File: config.mk
export PLATFORM = sky130hd
export DESIGN_NAME = pcc_cordic_stage
export DESIGN_NICKNAME = d
export VERILOG_FILES = /design/src/rtl/core/pcc_pkg.sv /design/src/rtl/core/pcc_cordic_stage.sv
export SDC_FILE = /design/constraint.sdc
export NUM_CORES = 1
export LEC_CHECK = 0
export BUFFER_PORTS_ARGS = -buffer_cell sky130_fd_sc_hd__buf_2
export CAP_MARGIN = 10
export CORE_MARGIN = 4
export CORE_UTILIZATION = 55
export CTS_CLUSTER_DIAMETER = 40
export CTS_CLUSTER_SIZE = 8
export DETAILED_ROUTE_END_ITERATION = 8
export GPL_TIMING_DRIVEN = 0
export PLACE_DENSITY_LB_ADDON = 0.15
export SETUP_SLACK_MARGIN = 0.5
export SYNTH_ARGS = -nofsm -noshare
export SYNTH_HDL_FRONTEND = slang
export SYNTH_SLANG_ARGS = --single-unit
File: constraint.sdc
create_clock -name i_clk -period 7.5 [get_ports i_clk]
set_input_delay 1.5 -clock i_clk [delete_from_list [all_inputs] [get_ports i_clk]]
set_output_delay 1.5 -clock i_clk [all_outputs]
set_load 0.1 [all_outputs]
File: src/rtl/core/pcc_pkg.sv
`default_nettype none

package pcc_pkg;

    localparam int ITERATIONS_DEF = 16;
    localparam int DATA_WIDTH_DEF = 32;

    // Width of the binary angle register and headroom bits above the Q16.16 guard range.
    localparam int Z_W      = 34;
    localparam int HEADROOM = 2;
    // Width of x or y once the guard bits are dropped.
    localparam int XR_W     = 32 + HEADROOM;

    // 1/K of the CORDIC gain in Q0.32.
    localparam logic [31:0] INV_GAIN     = 32'h9B74_EDA8;
    localparam logic [31:0] QUARTER_TURN = 32'h4000_0000;
    localparam logic [31:0] HALF_TURN    = 32'h8000_0000;

    // Degrees to binary angle: round(deg * 8192 / 45) through a reciprocal multiply.
    localparam int          DEG_SHIFT       = 46;
    localparam int          DEG_SCALE_SHIFT = 13;
    localparam int          DEG_Q_LSB       = DEG_SHIFT - DEG_SCALE_SHIFT;
    localparam logic [63:0] DEG_DIVISOR     = 64'd45;
    localparam logic [40:0] DEG_RECIP       =
        41'(((64'd1 << DEG_SHIFT) / DEG_DIVISOR) + 64'd1);
    // Rounding offset of 22 units scaled by the reciprocal, with the 2^13 factor taken out.
    localparam logic [63:0] DEG_BIAS        = (64'd22 * 64'(DEG_RECIP)) >> DEG_SCALE_SHIFT;

    // Binary angle to degrees: (s * 45 + 4096) >> 13.
    localparam logic [37:0] ANGLE_GAIN  = 38'd45;
    localparam logic [37:0] ANGLE_ROUND = 38'd4096;
    localparam int          ANGLE_SHIFT = 13;
    // 180 degrees in Q16.16.
    localparam logic signed [31:0] ANGLE_LIMIT = 32'sd11796480;

    typedef enum logic {
        OP_POLAR_TO_RECT = 1'b0,
        OP_RECT_TO_POLAR = 1'b1
    } t_op;

    typedef struct packed {
        logic valid;
        t_op  op;
        logic zero;
    } t_ctl;

    function automatic logic [31:0] atan_entry(input int idx);
        logic [31:0] a;
        case (idx)
            0:       a = 32'h2000_0000;
            1:       a = 32'h12E4_051E;
            2:       a = 32'h09FB_385B;
            3:       a = 32'h0511_11D4;
            4:       a = 32'h028B_0D43;
            5:       a = 32'h0145_D7E1;
            6:       a = 32'h00A2_F61E;
            7:       a = 32'h0051_7C55;
            8:       a = 32'h0028_BE53;
            9:       a = 32'h0014_5F2F;
            10:      a = 32'h000A_2F98;
            11:      a = 32'h0005_17CC;
            12:      a = 32'h0002_8BE6;
            13:      a = 32'h0001_45F3;
            14:      a = 32'h0000_A2FA;
            15:      a = 32'h0000_517D;
            16:      a = 32'h0000_28BE;
            17:      a = 32'h0000_145F;
            18:      a = 32'h0000_0A30;
            19:      a = 32'h0000_0518;
            20:      a = 32'h0000_028C;
            21:      a = 32'h0000_0146;
            22:      a = 32'h0000_00A3;
            23:      a = 32'h0000_0051;
            24:      a = 32'h0000_0029;
            25:      a = 32'h0000_0014;
            26:      a = 32'h0000_000A;
            27:      a = 32'h0000_0005;
            28:      a = 32'h0000_0003;
            29:      a = 32'h0000_0001;
            default: a = 32'h0000_0000;
        endcase
        return a;
    endfunction

endpackage

`default_nettype wire

File: src/rtl/core/pcc_cordic_stage.sv
`default_nettype none

module pcc_cordic_stage #(
    parameter int IDX = 0,
    parameter int W   = 42
) (
    input  logic                           i_clk,
    input  logic                           i_rst_n,
    input  pcc_pkg::t_ctl                  i_ctl,
    input  logic signed [W-1:0]            i_x,
    input  logic signed [W-1:0]            i_y,
    input  logic signed [pcc_pkg::Z_W-1:0] i_z,
    output pcc_pkg::t_ctl                  o_ctl,
    output logic signed [W-1:0]            o_x,
    output logic signed [W-1:0]            o_y,
    output logic signed [pcc_pkg::Z_W-1:0] o_z
);
    import pcc_pkg::*;

    localparam logic signed [Z_W-1:0] ANGLE_STEP = Z_W'(atan_entry(IDX));

    logic                  cw;
    logic signed [W-1:0]   dx;
    logic signed [W-1:0]   dy;
    logic signed [W-1:0]   n_x;
    logic signed [W-1:0]   n_y;
    logic signed [Z_W-1:0] n_z;

    t_ctl                  r_ctl;
    logic signed [W-1:0]   r_x;
    logic signed [W-1:0]   r_y;
    logic signed [Z_W-1:0] r_z;

    // Rotation drives z to zero; vectoring drives y to zero.
    assign cw = (i_ctl.op == OP_RECT_TO_POLAR) ? i_y[W-1] : !i_z[Z_W-1];
    assign dx = i_y >>> IDX;
    assign dy = i_x >>> IDX;

    always_comb begin
        if (cw) begin
            n_x = i_x - dx;
            n_y = i_y + dy;
            n_z = i_z - ANGLE_STEP;
        end else begin
            n_x = i_x + dx;
            n_y = i_y - dy;
            n_z = i_z + ANGLE_STEP;
        end
    end

    always_ff @(posedge i_clk) begin
        if (!i_rst_n) begin
            r_ctl <= '0;
        end else begin
            r_ctl <= i_ctl;
        end
    end

    always_ff @(posedge i_clk) begin
        r_x <= n_x;
        r_y <= n_y;
        r_z <= n_z;
    end

    assign o_ctl = r_ctl;
    assign o_x   = r_x;
    assign o_y   = r_y;
    assign o_z   = r_z;

endmodule

`default_nettype wire

## Yosys cells after proc, flatten, opt, wreduce, memory -nomap -nowiden

Index checks and enable logic that the tools add are counted.

| operators by class | value |
|---|---|
| magnitude comparators | 0 |
| divide/modulo/power cells | 0 |
| add/sub/neg operators | 5 |
| eq/ne operators | 0 |
| reduce and logical (&&, ||, !) cells | 1 |
| muxes and demuxes | 4 |
| shift operators | 0 |
| multipliers | 0 |
| bitwise logic cells | 0 |

Operators by type and width:

| operator | number |
|---|---|
| $mux 42 | 2 |
| $sub 42x42->42 | 2 |
| $add 42x42->42 | 1 |
| $add 34x31->34 const B | 1 |
| $mux 34 | 1 |
| $sub 34x31->34 const B | 1 |
| $logic_not 1->1 | 1 |
| $mux 1 | 1 |

| word-level totals | value |
|---|---|
| ROM bits | 0 |
| output and inout bits | 121 |
| register bits after elaboration | 121 |
| bits in latches | 0 |
| memories | 0 |
| input bits | 123 |
| bits in writable memories | 0 |

## Logic depth before layout (Yosys ltp)

| logic depth | value |
|---|---|
| depth in word-level cells | 3 |
| mapped depth | 13 |

## Worst setup path after synthesis

Ideal clock, no wire load.

| timing path | value |
|---|---|
| path kind | in2reg |
| start | input i_x[0] |
| end | register r_x[38] (netlist: o_x[38]) |
| path buffers | 0 |
| stages on the path | 11 |
| setup slack | 3,641 ps |
| library setup time | 130 ps |
| data arrival time | 3,729 ps |
| cell sequence | ha_1 > fa_1 > nor2b_1 > o211ai_2 > nand3_1 > a22o_1 > o21ba_4 > a21o_1 > a311oi_2 > o311ai_2 > xnor2_1 |

| on the way | value |
|---|---|
| cells in the longest elaborated chain, start to end | 2 |
| elaborated cells on any way between the ends | 3 |
| classes of those cells | add/sub (2); mux (1) |

Ends and longest elaborated chain:

| what | line | RTL |
|---|---|---|
| start, declared | pcc_cordic_stage.sv:10 | `input logic signed [W-1:0] i_x,` |
| $add 42x42->42 or $sub 42x42->42 (tied branches) | pcc_cordic_stage.sv:45, pcc_cordic_stage.sv:41 |  |
| $mux 42 * | pcc_cordic_stage.sv:40 | `if (cw) begin` |
| named net n_x[38] | pcc_cordic_stage.sv:25 | `logic signed [W-1:0] n_x;` |
| end signal, assigned | pcc_cordic_stage.sv:60 | `r_x <= n_x;` |
| end, declared | pcc_cordic_stage.sv:30 | `logic signed [W-1:0] r_x;` |

The timed path passes the listed nets; every way through them passes the cells marked *.
A chain may end at the register's enable or synchronous reset.

## Final worst setup path

| timing path | value |
|---|---|
| start | input i_x[0] |
| end | register r_x[34] (netlist: o_x[34]) |

The elaborated chain is that of the path after synthesis.

==> metrics list <==
- For this run, asynchronously set or reset flops after synthesis account for 0.
* Antenna violations before repair: 2
- Setup repair after global routing left no endpoint under its margin.
- 244 I/O pins were placed.
- Summed over all cells, the static leakage comes to 5.786 nW.
* Final max-slew violation count: 0
- Power density cells: about 290 nW/um2
- Total Die Area: approximately 21,000 um2
* Total setup buffers inserted after CTS: 0
- CP Cell Sequence: buf_2, ha_1, fa_1, nor2b_1, o211ai_2, nand3_1, a221oi_1, o221a_2, a21oi_1, a21oi_1, o32ai_1, xnor2_1
- In this run the core area contains 49 standard-cell rows.
* Number of distinct library cell variants in the gate-level netlist after synthesis: 83
* First-pass GRT wire length: 57,770 um
- Most frequent cell on the critical path: sky130_fd_sc_hd__a21oi_1
- Placed Cells: 1,776
- Post-synthesis sequential area ratio: 0.2367
- Counting both buffers and inverters, the worst setup path holds a total of 1.
* Share of final-layout standard cells stronger than drive strength 1: 0.2147
* Critical path launch point type: input port
- Die span in x: roughly 140 um
- Number of routed nets with antenna violations: 0
* Area share of the leading cell type in the synthesized netlist: 0.2367
- Transition time of the tightest slew-check pin: 1.207 ns
- Warnings from Yosys: 0
- Number of buffers added to fix hold violations after cts: 0
- For this run, the leading register cell type out of synthesis is sky130_fd_sc_hd__dfxtp_1.
- Port-buffer cells: roughly 240
* Max Root-Sink Buffers: 2
- Data required, critical path: 7.81 ns
* Clock buffers created by TritonCTS: 17
- Most common library cells after synthesis: 178 x sky130_fd_sc_hd__a21oi_1, 126 x sky130_fd_sc_hd__ha_1, 120 x sky130_fd_sc_hd__dfxtp_1
- Number of enable-type register cells in the synthesized netlist: 0
* Post-DP HPWL: just over 30,000 um
- Setup TNS after final layout: 0 ns
- Counting every net in the synthesized netlist gives roughly 1,600.
- Synthesized area per cell: 7.783 um2
* Area taken by flip-flops and latches: around 2400 um2
* Final critical delay including setup and external delays: 4.616 ns
- Most instantiated library cell after synthesis: sky130_fd_sc_hd__a21oi_1
* Class of the tightest hold or removal check: input port to register
- For this run, design rule violations remaining after detail routing come to 0.
- Hold is met by between 1 and 1.5 ns.
- DRC violation total after the first TritonRoute iteration: roughly 1,400
* Run status: finished clean
- Number of search-and-repair iterations in the first detailed-routing pass: 6
* Endpoint kind of the worst setup timing path: register
- Routed wire per std cell: around 21 um
- Fmax achieved: 216.6 MHz
* Avg Vias per Cell: 6.184
- PostCTS Resize Cnt: 0
- Largest net degree at the start of global routing: 17
- Excluding fillers, the count of instances in the completed layout stands at approximately 1,800.
* Vias in the first global route: 10,610
- The largest total area in the synthesized netlist belongs to sky130_fd_sc_hd__dfxtp_1.
* Total via count in the routed design: ~11,000
* Layout overhead on the synthesized area: 20.74%
- Signal arrival time at the worst endpoint: around 4.9 ns
- Post-route clock period utilization: 0.6155
- VDD IR max: 0.2952 mV
* Maximum capacitance violations: 0
- The count of endpoints failing hold in the final timing report is 0.
* Final weighted congestion in routability-driven placement: roughly 1.1
- Clock tree root buffer cell: sky130_fd_sc_hd__clkbuf_16
- TritonCTS built the clock tree.
- Leading post-synthesis cells by cell area: sky130_fd_sc_hd__dfxtp_1 24%, sky130_fd_sc_hd__ha_1 16%, sky130_fd_sc_hd__a21oi_1 8.8%
* Flop and latch count out of synthesis: 120
* Category of the critical setup timing path: input port to register
- Gr usage total: 0.3600
- After technology mapping, the gate count stands at about 1,300.
- Of all nets on the critical path, the largest fanout is 4.
- Total Routed Length: around 39,000 um
- Total gr overflow: 0
- Placeable Area: 18,020 um2
* Filler Cells Inserted: 1,559
- Standard cell with the maximum stage delay on the critical path: sky130_fd_sc_hd__a221oi_1
* Max H-tree Level: 4
- CTS saw 120 sinks.
* Total area of multi-input combinational cells: about 7000 um2
- For this run, the slowest stage of the critical path takes about 0.7 ns.
* Remaining max-slew budget at the tightest pin: 0.1951
- Grouping stages by cell kind, the critical path spends the most delay in compound AO/OA/AOI/OAI gates.
* Initial core utilization: 0.5630
- Setup violators final: 0
* CTS clock-pin slew for the worst setup and hold paths: about 0.06 ns
- Mapped cell area: 10,150 um2
* Final net count: roughly 1,800
- Die Span Y: 143.8 um
==> per-layer routing <==
metal / track usage / wire, um / part of all wire / vias to the layer above
met1: 0.4746 / 15650 / 0.40 / 5186
met4: 0.1526 / 1698 / 0.044 / 0
met3: 0.07421 / 4243 / 0.11 / 139
met2: 0.5718 / 17170 / 0.44 / 758
li1: - / - / - / 5117
met5: 0 / 0 / 0 / -
==> layout make-up <==
cell class                      count  share of cell area
Tap cell                          229             0.02338
Multi-Input combinational cell    998              0.5704
Inverter                          127             0.03891
Antenna cell                        3           0.0006127
Clock inverter                     14             0.01348
Buffer                             59             0.02287
Sequential cell                   120              0.1961
Clock buffer                       18             0.03503
Timing Repair Buffer              243             0.09925
==> sequential cells by signal, indices dropped and copies added, names as in the netlist <==
signal  count
o_y        42
o_ctl       3
o_x        41
o_z        34
==> cells in the final DEF (no fill, tap or decap), drive strengths merged, types with 10 or more instances in the layout <==
cell,synthesis,final
nor2b,14,14
nand2,76,76
o21bai,24,24
mux2i,18,18
xnor2,76,76
o21a,13,13
nand2b,11,11
nand3,13,13
o211ai,17,17
dfxtp,120,120
o21ai,98,98
a211oi,14,14
nor3,19,19
nor2,98,98
ha,126,126
inv,124,129
a31oi,10,10
buf,36,279
nand4,18,18
a21oi,182,182
a21o,28,28
o31ai,18,18
nor4,15,15
clkbuf,23,41
==> per-stage QoR <==
step / setup WS (ns) / util / total power, mW / cell area (um2)
6_report: 2.884 / 0.6798 / 3.581 / 12250
5_1_grt: 2.838 / 0.6796 / 3.690 / 12250
4_1_cts: 3.082 / 0.6794 / 3.556 / 12250
3_5_place_dp: 2.620 / 0.6464 / 2.702 / 11650
3_3_place_gp: 2.630 / 0.6464 / 2.687 / 11650
2_1_floorplan: 3.641 / - / 2.315 / 10150
==> cell families (layout without fill, tap and decap cells) <==
logic type	after synthesis	in the layout	share of synthesized area
AO/OA/AOI/OAI	464	464	0.2902
XOR/XNOR	85	85	0.07336
adder cells (fa/ha/maj)	130	130	0.1632
buffers and inverters	186	461	0.07459
flip-flops	120	120	0.2367
multiplexers	19	19	0.01886
other	0	3	0
AND/OR/NAND/NOR	300	300	0.1430
==> power breakdown <==
part / switching, mW / internal, mW
Combinational: 1.54 / 0.379
Sequential: 0.0332 / 0.769
Clock: 0.361 / 0.498
==> path summary, 6_finish.rpt <==
check             startpoint       to  slack (ns)  cells past startpoint
setup / recovery      i_x[0]  o_x[34]        2.88                     12
hold / removal        i_z[5]   o_z[5]        1.16                      1
(Power assumes the default switching activity.)
