--- src/rtl/core/pcc_pkg.sv ---
`default_nettype none

package pcc_pkg;

    localparam int ITERATIONS_DEF = 16;
    localparam int DATA_WIDTH_DEF = 32;

    // Width of the binary angle register and headroom bits above the Q16.16 guard range.
    localparam int Z_W      = 34;
    localparam int HEADROOM = 2;
    // Width of x or y once the guard bits are dropped.
    localparam int XR_W     = 32 + HEADROOM;

    // 1/K of the CORDIC gain in Q0.32.
    localparam logic [31:0] INV_GAIN     = 32'h9B74_EDA8;
    localparam logic [31:0] QUARTER_TURN = 32'h4000_0000;
    localparam logic [31:0] HALF_TURN    = 32'h8000_0000;

    // Degrees to binary angle: round(deg * 8192 / 45) through a reciprocal multiply.
    localparam int          DEG_SHIFT       = 46;
    localparam int          DEG_SCALE_SHIFT = 13;
    localparam int          DEG_Q_LSB       = DEG_SHIFT - DEG_SCALE_SHIFT;
    localparam logic [63:0] DEG_DIVISOR     = 64'd45;
    localparam logic [40:0] DEG_RECIP       =
        41'(((64'd1 << DEG_SHIFT) / DEG_DIVISOR) + 64'd1);
    // Rounding offset of 22 units scaled by the reciprocal, with the 2^13 factor taken out.
    localparam logic [63:0] DEG_BIAS        = (64'd22 * 64'(DEG_RECIP)) >> DEG_SCALE_SHIFT;

    // Binary angle to degrees: (s * 45 + 4096) >> 13.
    localparam logic [37:0] ANGLE_GAIN  = 38'd45;
    localparam logic [37:0] ANGLE_ROUND = 38'd4096;
    localparam int          ANGLE_SHIFT = 13;
    // 180 degrees in Q16.16.
    localparam logic signed [31:0] ANGLE_LIMIT = 32'sd11796480;

    typedef enum logic {
        OP_POLAR_TO_RECT = 1'b0,
        OP_RECT_TO_POLAR = 1'b1
    } t_op;

    typedef struct packed {
        logic valid;
        t_op  op;
        logic zero;
    } t_ctl;

    function automatic logic [31:0] atan_entry(input int idx);
        logic [31:0] a;
        case (idx)
            0:       a = 32'h2000_0000;
            1:       a = 32'h12E4_051E;
            2:       a = 32'h09FB_385B;
            3:       a = 32'h0511_11D4;
            4:       a = 32'h028B_0D43;
            5:       a = 32'h0145_D7E1;
            6:       a = 32'h00A2_F61E;
            7:       a = 32'h0051_7C55;
            8:       a = 32'h0028_BE53;
            9:       a = 32'h0014_5F2F;
            10:      a = 32'h000A_2F98;
            11:      a = 32'h0005_17CC;
            12:      a = 32'h0002_8BE6;
            13:      a = 32'h0001_45F3;
            14:      a = 32'h0000_A2FA;
            15:      a = 32'h0000_517D;
            16:      a = 32'h0000_28BE;
            17:      a = 32'h0000_145F;
            18:      a = 32'h0000_0A30;
            19:      a = 32'h0000_0518;
            20:      a = 32'h0000_028C;
            21:      a = 32'h0000_0146;
            22:      a = 32'h0000_00A3;
            23:      a = 32'h0000_0051;
            24:      a = 32'h0000_0029;
            25:      a = 32'h0000_0014;
            26:      a = 32'h0000_000A;
            27:      a = 32'h0000_0005;
            28:      a = 32'h0000_0003;
            29:      a = 32'h0000_0001;
            default: a = 32'h0000_0000;
        endcase
        return a;
    endfunction

endpackage

`default_nettype wire

--- src/rtl/core/pcc_prep.sv ---
`default_nettype none

module pcc_prep #(
    parameter int GUARD = 8,
    parameter int W     = 42
) (
    input  logic                         i_clk,
    input  logic                         i_rst_n,
    input  logic                         i_valid,
    input  logic                         i_operation,
    input  logic signed [31:0]           i_first_operand,
    input  logic signed [25:0]           i_second_operand,
    output pcc_pkg::t_ctl                o_ctl,
    output logic signed [W-1:0]          o_x,
    output logic signed [W-1:0]          o_y,
    output logic signed [pcc_pkg::Z_W-1:0] o_z
);
    import pcc_pkg::*;

    localparam int          SH      = 32 - GUARD;
    localparam int          RW      = 32 + GUARD;
    localparam logic [63:0] PX_HALF = 64'd1 << (SH - 1);
    localparam logic [57:0] QY_HALF = 58'd1 << (SH - 1);
    localparam logic [19:0] M_HI    = DEG_RECIP[40:21];
    localparam logic [20:0] M_LO    = DEG_RECIP[20:0];
    localparam logic signed [Z_W-1:0] Z_QUARTER = Z_W'(QUARTER_TURN);
    localparam logic signed [Z_W-1:0] Z_HALF    = Z_W'(HALF_TURN);

    // Stage 1: operand magnitudes times 1/K and times the degree reciprocal.
    logic        p_neg;
    logic        q_neg;
    logic [31:0] p_mag;
    logic [25:0] q_mag;
    t_ctl        n1_ctl;

    t_ctl        r1_ctl;
    logic        r1_pneg;
    logic        r1_qneg;
    logic [63:0] r1_px;
    logic [57:0] r1_qy;
    logic [45:0] r1_dh;
    logic [46:0] r1_dl;

    assign p_neg = i_first_operand[31];
    assign q_neg = i_second_operand[25];
    assign p_mag = p_neg ? 32'(-i_first_operand) : 32'(i_first_operand);
    assign q_mag = q_neg ? 26'(-i_second_operand) : 26'(i_second_operand);

    always_comb begin
        n1_ctl.valid = i_valid;
        n1_ctl.op    = t_op'(i_operation);
        n1_ctl.zero  = (i_first_operand == '0) && (i_second_operand == '0);
    end

    always_ff @(posedge i_clk) begin
        if (!i_rst_n) begin
            r1_ctl <= '0;
        end else begin
            r1_ctl <= n1_ctl;
        end
    end

    always_ff @(posedge i_clk) begin
        r1_pneg <= p_neg;
        r1_qneg <= q_neg;
        r1_px   <= 64'(p_mag) * 64'(INV_GAIN);
        r1_qy   <= 58'(q_mag) * 58'(INV_GAIN);
        r1_dh   <= 46'(q_mag) * 46'(M_HI);
        r1_dl   <= 47'(q_mag) * 47'(M_LO);
    end

    // Stage 2: round the prescaled magnitudes, finish the degree conversion.
    logic [RW-1:0] n2_rx;
    logic [RW-1:0] n2_ry;
    logic [66:0]   deg_sum;
    logic [31:0]   deg_q;
    logic [31:0]   n2_bam;

    t_ctl          r2_ctl;
    logic          r2_pneg;
    logic          r2_qneg;
    logic [RW-1:0] r2_rx;
    logic [RW-1:0] r2_ry;
    logic [31:0]   r2_bam;

    assign n2_rx   = RW'((r1_px + PX_HALF) >> SH);
    assign n2_ry   = RW'((r1_qy + QY_HALF) >> SH);
    assign deg_sum = {r1_dh, 21'd0} + 67'(r1_dl) + 67'(DEG_BIAS);
    assign deg_q   = deg_sum[DEG_Q_LSB +: 32];
    // The sign is applied after rounding the magnitude, and the turn wraps modulo 2^32.
    assign n2_bam  = r1_qneg ? 32'(-deg_q) : deg_q;

    always_ff @(posedge i_clk) begin
        if (!i_rst_n) begin
            r2_ctl <= '0;
        end else begin
            r2_ctl <= r1_ctl;
        end
    end

    always_ff @(posedge i_clk) begin
        r2_pneg <= r1_pneg;
        r2_qneg <= r1_qneg;
        r2_rx   <= n2_rx;
        r2_ry   <= n2_ry;
        r2_bam  <= n2_bam;
    end

    // Stage 3: bring the vector into the right half plane.
    logic signed [31:0]    bam_s;
    logic signed [Z_W-1:0] zs;
    logic signed [W-1:0]   rx_ext;
    logic signed [W-1:0]   ry_ext;
    logic                  flip_hi;
    logic                  flip_lo;
    logic                  x_flip;
    logic signed [W-1:0]   n3_x;
    logic signed [W-1:0]   n3_y;
    logic signed [Z_W-1:0] n3_z;

    t_ctl                  r3_ctl;
    logic signed [W-1:0]   r3_x;
    logic signed [W-1:0]   r3_y;
    logic signed [Z_W-1:0] r3_z;

    assign bam_s  = r2_bam;
    assign zs     = Z_W'(bam_s);
    assign rx_ext = W'(r2_rx);
    assign ry_ext = W'(r2_ry);

    always_comb begin
        flip_hi = zs > Z_QUARTER;
        flip_lo = zs < -Z_QUARTER;
        x_flip  = 1'b0;
        n3_x    = rx_ext;
        n3_y    = '0;
        n3_z    = zs;
        if (r2_ctl.op == OP_POLAR_TO_RECT) begin
            if (flip_hi) begin
                n3_z = zs - Z_HALF;
            end else if (flip_lo) begin
                n3_z = zs + Z_HALF;
            end
            n3_x = (r2_pneg ^ (flip_hi | flip_lo)) ? -rx_ext : rx_ext;
        end else begin
            // A negative x that rounded to zero is not mirrored.
            x_flip = r2_pneg && (r2_rx != '0);
            n3_x   = rx_ext;
            n3_y   = (r2_qneg ^ x_flip) ? -ry_ext : ry_ext;
            n3_z   = x_flip ? Z_HALF : '0;
        end
    end

    always_ff @(posedge i_clk) begin
        if (!i_rst_n) begin
            r3_ctl <= '0;
        end else begin
            r3_ctl <= r2_ctl;
        end
    end

    always_ff @(posedge i_clk) begin
        r3_x <= n3_x;
        r3_y <= n3_y;
        r3_z <= n3_z;
    end

    assign o_ctl = r3_ctl;
    assign o_x   = r3_x;
    assign o_y   = r3_y;
    assign o_z   = r3_z;

endmodule

`default_nettype wire

--- config.mk ---
export PLATFORM = sky130hd
export DESIGN_NAME = pcc_prep
export DESIGN_NICKNAME = d
export VERILOG_FILES = /design/src/rtl/core/pcc_pkg.sv /design/src/rtl/core/pcc_prep.sv
export SDC_FILE = /design/constraint.sdc
export NUM_CORES = 2
export LEC_CHECK = 0
export BUFFER_PORTS_ARGS = -buffer_cell sky130_fd_sc_hd__buf_4
export CELL_PAD_IN_SITES_DETAIL_PLACEMENT = 1
export CELL_PAD_IN_SITES_GLOBAL_PLACEMENT = 1
export CORE_UTILIZATION = 36
export DETAILED_ROUTE_END_ITERATION = 10
export GPL_ROUTABILITY_DRIVEN = 0
export HOLD_SLACK_MARGIN = 0.12
export PLACE_DENSITY = 0.57
export SYNTH_ARGS = -nofsm -noshare
export SYNTH_HDL_FRONTEND = slang
export SYNTH_SLANG_ARGS = --single-unit
--- constraint.sdc ---
create_clock -name i_clk -period 33 [get_ports i_clk]
set_input_delay 4.95 -clock i_clk [delete_from_list [all_inputs] [get_ports i_clk]]
set_output_delay 4.95 -clock i_clk [all_outputs]
set_load 0.1 [all_outputs]
* After elaboration in Yosys (flattened, before gate mapping) *
Index checks and enable logic that the tools add are counted.

word-level totals
  output and inout bits = 121
  register bits after elaboration = 439

operators by class
  mux-type cells = 10
  $lt $le $gt $ge = 2
  add/sub/neg operators = 11
  bitwise gates (word level) = 4
  reduce and logical (&&, ||, !) cells = 7
  multiply operators = 4

operators by type and width
  operator                                                number
  2-to-1 mux 34 bit                                       4
  2-to-1 mux 32 bit                                       3
  2-to-1 mux 40 bit                                       2
  adder 65 x 32 -> 65 bit (second input constant)         1
  adder 65 x 43 -> 65 bit                                 1
  adder 64 x 24 -> 64 bit (second input constant)         1
  negator 32 bit                                          2
  multiplier 32 x 29 -> 61 bit (second input constant)    1
  adder 58 x 24 -> 58 bit (second input constant)         1
  multiplier 26 x 29 -> 55 bit (second input constant)    1
  multiplier 26 x 17 -> 43 bit (second input constant)    1
  multiplier 26 x 19 -> 43 bit (second input constant)    1
  negator 34 -> 42 bit                                    1
  negator 40 -> 42 bit                                    1
  nonzero test 40 bit                                     1
  adder 32 x 33 -> 34 bit (second input constant)         1
  subtractor 32 x 33 -> 34 bit (second input constant)    1
  greater-than comparator 32 bit (second input constant)  1
  logical NOT 32 bit                                      1
  < comparator 32 x 31 -> 1 bit (second input constant)   1
  logical NOT 26 bit                                      1
  2-to-1 mux 26 bit                                       1
  negator 26 bit                                          1
  logical AND 1 bit                                       2
  5 further kinds                                         6

* Logic depth before layout (Yosys ltp) *
  depth in word-level cells = 5
  gate-level depth with buffers = 36
  mapped depth without buffers = 36

* Worst setup path before layout *
OpenSTA, ideal clock, no wires.

  path type = input to register
  start = input i_first_operand[3]
  end = register r1_px[63]
  arrival = 13.814 ns
  path slack = 19.114 ns
  required time = 32.928 ns
  stages = 31
  library setup time = 0.072 ns
  cells stage by stage = or4_1 or3_1 or2_2 or4_1 o31ai_1 xor2_1 inv_1 ha_1 fa_1 inv_1 fa_1 fa_1 fa_1 inv_1 fa_1 fa_1 inv_1 fa_1 inv_1 ha_1 a21o_1 a21o_1 a21oi_1 nand2_1 a211oi_1 o211ai_1 a21oi_1 a21oi_1 a211o_1 a21oi_1 xnor2_1

between the ends
  cells in the longest elaborated chain, start to end = 3

RTL lines
  element                         RTL line        source
  from (decl)                     pcc_prep.sv:11  input logic signed [31:0] i_first_operand,
  negator 32 bit                  pcc_prep.sv:46  assign p_mag = p_neg ? 32'(-i_first_operand) : 32'(i_first_operand);
  2-to-1 mux 32 bit *             pcc_prep.sv:46
  multiplier 32 x 29 -> 61 bit *  pcc_prep.sv:66  r1_px <= 64'(p_mag) * 64'(INV_GAIN);
  to (signal assigned)            pcc_prep.sv:66
  to (decl)                       pcc_prep.sv:39  logic [63:0] r1_px;

Every way passes the cells marked *; elsewhere a longest branch is shown, timed or not.
A chain may end at the register's enable or synchronous reset.

* Worst setup path in the final report *
  start = input i_second_operand[6]
  end = register r1_qy[56]

between the ends
  cells in the longest elaborated chain, start to end = 3

RTL lines
  element                         RTL line        source
  from (decl)                     pcc_prep.sv:12  input logic signed [25:0] i_second_operand,
  negator 26 bit                  pcc_prep.sv:47  assign q_mag = q_neg ? 26'(-i_second_operand) : 26'(i_second_operand);
  2-to-1 mux 26 bit *             pcc_prep.sv:47
  multiplier 26 x 29 -> 55 bit *  pcc_prep.sv:67  r1_qy <= 58'(q_mag) * 58'(INV_GAIN);
  to (signal assigned)            pcc_prep.sv:67
  to (decl)                       pcc_prep.sv:40  logic [57:0] r1_qy;

Marks and branches as above.

==> flow_summary.ini <==
[sta]
worstMarginPinSlew_ns = 1.30
finalMaxSlewViolations = 0
setup_violations = 0
final.period_utilization = 0.451
hold_violations = 0
clock_skew_ns = 0.0360
setup_ws_ns = 18.12
relSlewSlack = 0.133
tns_ns = 0
fin_crit_ns = 14.88
grt_setup_unrepaired = false
fmax_ghz = 0.0672

[final_layout]
drive_above_1_share = 0.0590
nNetsFinal = 8000
final_cell_area_um2 = 63500
area_growth_pct = 10.2
most-common-layout-cells = 1,618 x inv_1, 1,033 x fa_1, 873 x ha_1, 395 x dfxtp_1, 265 x xnor2_1
antennaDiodeCount = 0
final_common_cell = inv_1

[synthesis]
ys_seq_area_frac = 0.138
synth-simple-area-share = 0.0732
syn_nets = 7767
async_reset_ff_frac = 0
synth-adder-area-share = 0.549
netlist_area_um2 = 57600
ys.flop_type = dfxtp_1
synth_edf_count = 0
synth.avg_cell_area_um2 = 9.94
synth-compound-area-share = 0.0707
synth-seq-cells = 396
synth_cells = 5799
synth-warning-count = 0
synth_top_family_by_area = adder cells
synth_xor_area_frac = 0.0616
synth_cell_types = 81
synthMuxAreaShare = 0.000174

[floorplanning]
fp.dieH_um = 402
fp.dieW_um = 402
dieArea_um2 = 162000
ios = 183
initial_utilization = 0.363
rows = 146
coreArea_um2 = 159000

[worst_setup_path]
cp_slowest_cell = ha_1
critPathCaptureType = flop
cp.arrival_ns = 15.43
critPathMaxStageDelay_ns = 0.77
reg2reg_from = r1_dh[3]
worstSetupPathType = primary input to flop
worstReg2RegEnd = bam_s[31]
worstRegToRegCells = 13
crit_fanout = 8
startpoint_type = primary input
rrSetupSlack_ns = 28.14
crit_top_cell = fa_1
crit_required_ns = 33.55

[placed_design]
portBuffers = 182
pre_cts_ws_ns = 17.33
postPlaceCellArea_um2 = 61800
hpwl_um = 156000

[global_route]
grt_pass1_wl_um = 270000
grt_use_total = 0.220
antenna_found_initial = 4
grt_max_degree = 39
grt_overflow = 0
grt_pass1_vias = 44800

[route]
routed-via-count = 39600
routed_via_density = 4.87
drc = 0
dr.pass1.iters = 5
wire_per_inst_um = 21.3
drtIter0Drc = 1530
routed_wirelength_um = 173000
postRouteAntennaNets = 0

[hold_path]
worstHoldPathCells = 0
holdPathEnd = r2_pneg
worstHoldStart = r1_pneg
hold_class = flop to flop

[run]
maxCapViolCount = 0

[clock_network]
h-tree-depth = 2
cts_resized = 0
cts_hold_buf = 0
insertion_delay_ns = 0.62
clock_sinks = 396
numCtsBuffers = 49
post_cts_buffers = 0
root_buffer = clkbuf_16
cts_tree = yes
clockBufferDepth = 3
cts.clk_slew.worst_paths_ns = 0.07

[outcome]
outcome = finished, final reports clean
## synthesized netlist by cell type, drive strengths merged, types with 24 or more instances
cell	instances	share of area
nor3	58	0.0050
fa	1033	0.36
a21oi	170	0.015
nand3	82	0.0073
clkbuf	40	0.0026
nand2b	24	0.0026
dfxtp	396	0.14
nand2	180	0.012
xnor2	273	0.041
o21ai	119	0.010
inv	1618	0.11
o31ai	46	0.0061
nor2	147	0.0096
and3	37	0.0040
ha	873	0.19
xor2	132	0.020
a21o	89	0.012
nor2b	64	0.0069
a31oi	28	0.0030
nand4	51	0.0055
or3	27	0.0029
nor4	25	0.0033
and2	49	0.0053
## how the worst max path moves through the flow
stage                     cells after the start         to                 from
after detailed placement                     30  r1_qy[56]  i_second_operand[6]
after global routing                         30  r1_qy[39]  i_second_operand[6]
final                                        30  r1_qy[56]  i_second_operand[6]
after CTS                                    30  r1_qy[39]  i_second_operand[6]
after floorplan                              31  r1_px[63]   i_first_operand[3]
after global placement                       31  r1_qy[57]  i_second_operand[6]
## flip-flops by register name, summed over array words and instances (netlist names)
register and count:
r1_dh 41, bam_s 32, r1_ctl 3, o_y 42, r1_pneg 1, r2_ctl 3
r2_ry 34, r2_pneg 1, r2_qneg 1, o_z 33, r1_dl 43, o_x 42
r1_qneg 1, o_ctl 3, r1_px 41, r2_rx 40, r1_qy 35
## area by class of cell
type	instances	area, um2
multi-input cells	3742	43500
flip-flops and latches	396	7930
clock buffers	66	1390
repair buffers	225	1690
inverters	1618	6070
fillers	18000	95100
well taps	2072	2590
clock inverters	23	303
## routing by layer
metal | routed length, um | share of wire | track usage
met1 | 76100 | 0.44 | 0.284
met2 | 88800 | 0.51 | 0.395
met3 | 4070 | 0.024 | 0.0178
met4 | 4280 | 0.025 | 0.0534
met5 | 22 | 0.00013 | 0
## kinds of logic after synthesis
logic type      count (synthesis)
mux                             1
compound gates                624
flops                         396
fa+ha+maj                    1906
buf+inv                      1661
simple gates                  806
xor+xnor                      405
## stage by stage
stage,utilization,instances,hold WS [ns]
after floorplan,-,5799,0.310
final,0.400,8142,0.327
after CTS,0.400,8142,0.331
after global routing,0.400,8142,0.350
after detailed placement,0.390,8053,0.315
after global placement,0.390,8053,0.315
## critical path: cells and delay by family
family / cells / cell delay (ns)
fa+ha+maj: 8 / 4.43
simple gates: 7 / 2.33
compound gates: 7 / 1.86
buf+inv: 6 / 0.94
xor+xnor: 2 / 0.86
Power is not shown: default switching activity piles up to over one toggle a cycle in this logic, so the estimate is an artifact.
